[src/rtl/masked_table_weighted_sum_macros.svh]
// ----------------------------------------------------------------------------
// Assertion macros for the masked table weighted sum block.
// Each macro expects signals named clk and rst_n in the enclosing scope.
// ----------------------------------------------------------------------------
`ifndef MASKED_TABLE_WEIGHTED_SUM_MACROS_SVH
`define MASKED_TABLE_WEIGHTED_SUM_MACROS_SVH

`ifndef NO_ASSERTIONS

`define MTWS_ASSERT_SAME(lbl, ante, cons, msg) \
  lbl: assert property (@(posedge clk) disable iff (!rst_n) (ante) |-> (cons)) \
    else $error(msg);

`define MTWS_ASSERT_NEXT(lbl, ante, cons, msg) \
  lbl: assert property (@(posedge clk) disable iff (!rst_n) (ante) |=> (cons)) \
    else $error(msg);

`else

`define MTWS_ASSERT_SAME(lbl, ante, cons, msg)

`define MTWS_ASSERT_NEXT(lbl, ante, cons, msg)

`endif

`endif

[src/rtl/mtws_ram.sv]
`timescale 1ns / 1ps
// ----------------------------------------------------------------------------
// mtws_ram
// Generic single-write, single-read RAM with a registered read port.
// ----------------------------------------------------------------------------
module mtws_ram #(
  parameter int WIDTH = 16,
  parameter int DEPTH = 256
) (
  input  logic                     clk,
  input  logic                     we,
  input  logic [$clog2(DEPTH)-1:0] waddr,
  input  logic [WIDTH-1:0]         wdata,
  input  logic                     re,
  input  logic [$clog2(DEPTH)-1:0] raddr,
  output logic [WIDTH-1:0]         rdata
);

  logic [WIDTH-1:0] mem [DEPTH];

  always_ff @(posedge clk) begin
    if (we) begin
      mem[waddr] <= wdata;
    end
    if (re) begin
      rdata <= mem[raddr];
    end
  end

endmodule

[config.mk]
export PLATFORM = sky130hd
export DESIGN_NAME = mtws_ram
export DESIGN_NICKNAME = d
export VERILOG_FILES = /design/src/rtl/masked_table_weighted_sum_macros.svh /design/src/rtl/mtws_ram.sv
export SDC_FILE = /design/constraint.sdc
export NUM_CORES = 2
export LEC_CHECK = 0
export BUFFER_PORTS_ARGS = -buffer_cell sky130_fd_sc_hd__buf_2
export CAP_MARGIN = 25
export CORE_UTILIZATION = 30
export DETAILED_ROUTE_END_ITERATION = 10
export GPL_ROUTABILITY_DRIVEN = 0
export PLACE_DENSITY_LB_ADDON = 0.3
export SETUP_SLACK_MARGIN = 0.2
export SLEW_MARGIN = 10
export SYNTH_ARGS = -nofsm -noshare
export SYNTH_HDL_FRONTEND = slang
export SYNTH_SLANG_ARGS = --single-unit
export TNS_END_PERCENT = 30
[constraint.sdc]
create_clock -name clk -period 3 [get_ports clk]
set_input_delay 0.3 -clock clk [delete_from_list [all_inputs] [get_ports clk]]
set_output_delay 0.3 -clock clk [all_outputs]
set_load 0.03 [all_outputs]
Word-level counts from Yosys, hierarchy flattened
Memories as Yosys holds them, arrays and structs flattened. A register that Yosys moved wholly into a read port is not among the register bits.
Index checks and enable logic that the tools add are counted.
{"block": "word_totals", "register_bits": 0, "mem_count": 1, "input_bits": 35, "word_cells": 3, "ramBits": 4096, "output_inout_bits": 16}
{"memory": "mem", "words": 256, "width": 16, "read_ports": 1, "rd_ports_with_merged_regs": 1, "write_ports": 1, "line_no": "mtws_ram.sv:19", "text": "logic [WIDTH-1:0] mem [DEPTH];"}
{"block": "classes", "muxes": 2}
{"op": "$mux W1", "count": 2}

Logic depth before layout (Yosys ltp)
{"block": "logic_depth", "ltp_word": 2, "mapped_depth": 12, "mapped_depth_nobuf": 6}

Worst setup path before layout
Ideal clock, no wire load.
{"block": "synth_path", "path_type": "input to register", "start": "input raddr[0]", "end": "register rdata[4], read port of mem, data pin", "cell_stages": 8, "arrival_time_ns": 2.284, "slack_ns": 0.451, "setup_time_ns": 0.265, "path_cell_list": "buf_6 buf_6 buf_2 mux4_2 mux4_2 a22o_1 o32ai_2 nor4_2"}
{"item": "from (decl)", "line_no": "mtws_ram.sv:15", "text": "input logic [$clog2(DEPTH)-1:0] raddr,"}
{"item": "to (decl)", "line_no": "mtws_ram.sv:16", "text": "output logic [WIDTH-1:0] rdata"}

==> impl_metrics.yaml <==
placement:
  portBuffers: 50
  dpl_cell_area_um2: 176000
  dp_hpwl_mm: 289
  pre_cts_ws_ns: -0.996
route:
  drt_wl_total_mm: 456
  avgRoutedWirePerCell_um: 28.9
  vias_per_cell: 5.11
  vias: 80700
  post-route-drc-count: 0
  first_pass_iters: 6
  first_iter_violations: 8982
  antenna_left: 0
synthesis:
  yosysSeqAreaShare: 0.777
  synth_area_per_cell_um2: 21.6
  synth-seq-cells: 4112
  synth-main-ff-cell: "edfxtp_1"
  netlist_area_um2: 159000
  synth_edf_count: 4112
  synthCells: 7360
  synth_cell_types: 51
  ys_warn_count: 0
  synth_nets: 7395
  synth_async_sr_flop_share: 0
layout:
  final_net_count: 8513
  multiInputGateArea_um2: 33100
  layout_common_cells: "edfxtp_1, buf_4, mux4_2, mux2i_1, clkbuf_16"
  seq_area_um2: 123000
  drive_above_1_share: 0.309
  final_common_cell: "edfxtp_1"
  fin_area_um2: 190000
  fin_util: 0.360
  area_delta_synth_final_pct: 19.3
  fill_cells: 47900
die:
  fp.dieW_um: 730
  fp.dieArea_um2: 532000
  io_pins: 51
  initial_core_util: 0.302
  rows: 266
  fp.coreArea_um2: 526000
  dieHeight_um: 730
worst_setup_path:
  slowest_delay_ns: 0.47
  path_class: "reg -> reg"
  crit_slowest_cell: "o32ai_4"
  crit_path_cell_trace: "mux4_2 -> mux2_2 -> a22oi_1 -> nand2_1 -> o32ai_4 -> buf_6 -> nor4_2 -> buf_4"
  start_kind: "flop"
  cp_max_fo: 1
  reg2reg_from: "mem[2][0]"
  cp.required_ns: 3.75
  cp.arrival_ns: 3.58
  crit_start: "mem[2][0]"
  cp-end-kind: "flop"
sta:
  finalCritPeriodShare: 0.945
  min_period_ns: 2.84
  maxSlewViolCount: 0
  worst_slew_pin_slew_ns: 1.23
  skew_ns: 0.0619
  hold_viol: 0
  worst_slew_margin_rel: 0.180
  rsz0062_at_grt: "true"
  finalSetupViolCount: 0
  clock.fmax_ghz: 0.353
  fin_ws_ns: 0.164
clock_tree:
  cts_max_level: 5
  root_buffer: "clkbuf_16"
  clockBufferDepth: 4
  cts_tree: "built"
  insertion_delay_ns: 1.00
  clock_sink_count: 4112
  cts_setup_buffers: 0
  cts.clk_slew.worst_paths_ns: 0.06
  cts_buffers: 418
hold_path:
  hold_path_startpoint: "waddr[1]"
  hold_class: "in -> reg"
run:
  cap_violations: 0
power:
  ir_drop_mv: 0.486
  p_per_area_nw_per_um2: 648
  leakagePower_uw: 0.0606
run_status:
  status: "finished clean"
grt:
  grt.total_usage: 0.167
  grt_pass1_wl_mm: 638
  grt_pass1_vias: 81600
  grt_max_degree: 114
  overflow: 0
  antenna_found_initial: 34
==> stage by stage <==
step / hold WS, ns / instances / TNS, ns / total power (uW)
floorplan: 0.399 / 7360 / 0 / 67800
global placement: 0.679 / 15000 / -6.96 / 71600
detailed placement: 0.688 / 15000 / -6.99 / 71700
CTS: 0.0898 / 15800 / 0 / 124000
global route: 0.163 / 15800 / 0 / 126000
finish: 0.173 / 15800 / 0 / 123000
==> metal layers <==
metal,part of all wire,wire length (um),up-vias,GRT usage
met3,0.070,32100,603,0.0286
li1,-,-,33600,-
met5,0.00022,102,-,0
met2,0.48,219000,2935,0.274
met1,0.42,192000,43500,0.231
met4,0.029,13400,16,0.0448
==> final timing paths <==
check / slack (ns) / cells after the start / endpoint
worst max register to register: 0.16 / 8 / rdata[0]
worst min register to register: 1.14 / 6 / rdata[14]
worst max-delay path: 0.16 / 8 / rdata[0]
worst min-delay path: 0.17 / 4 / mem[59][2]
==> Yosys cell counts, types with 16 or more instances <==
library cell / n / area [um^2]
a211oi_1: 18 / 135
a21oi_1: 175 / 876
a221oi_1: 28 / 245
a22o_1: 32 / 280
a22oi_1: 43 / 323
buf_1: 27 / 101
buf_2: 76 / 380
buf_4: 26 / 195
buf_6: 77 / 867
clkbuf_1: 230 / 863
edfxtp_1: 4112 / 123000
mux2_2: 88 / 991
mux2i_1: 565 / 5660
mux4_2: 797 / 17900
nand2_1: 38 / 143
nand3_1: 35 / 175
nand4_1: 26 / 163
nor2_1: 304 / 1140
nor3_1: 92 / 460
nor4_1: 17 / 106
o21ai_0: 37 / 185
o221ai_1: 252 / 2210
o22ai_1: 148 / 926
o31ai_1: 16 / 120
o32ai_1: 20 / 175
==> area by class of cell <==
class                      count  area share
antenna                       13    0.000172
multi-input combinational   2792       0.174
tap                         6968      0.0460
clock buffer                 503      0.0578
clock inverter               259      0.0144
inverter                       4    0.000145
timing repair buffer        1150      0.0560
sequential                  4112       0.651
==> critical path, delay by kind of cell, from the launching register on <==
kind                   cells  cell delay, ns
and+or+nand+nor            2            0.30
buffers and inverters      2            0.33
AOI/OAI and AO/OA          2            0.85
DFF                        1            0.37
muxes                      2            0.78
==> cells by family after synthesis <==
logic type / synth area share
mux: 0.155
flops: 0.777
simple gates: 0.0157
compound gates: 0.0353
buf+inv: 0.0169
==> state kept, by name (all words and copies together), names as in the netlist <==
| name | cells |
|---|---|
| rdata | 16 |
| mem | 4096 |
==> where the power goes <==
group	internal (uW)	switching, uW
combinational	2680	4300
sequential	63400	104
clock	30400	22000
==> repair_timing <==
item,4_1_cts,5_1_grt
cloned,0,0
pin swaps,2,1
hold buffers,17,0
gates resized for setup,6,4
setup endpoints to repair,1,6
hold endpoints to repair,1071,0
Power figures use the tool's default switching activity.
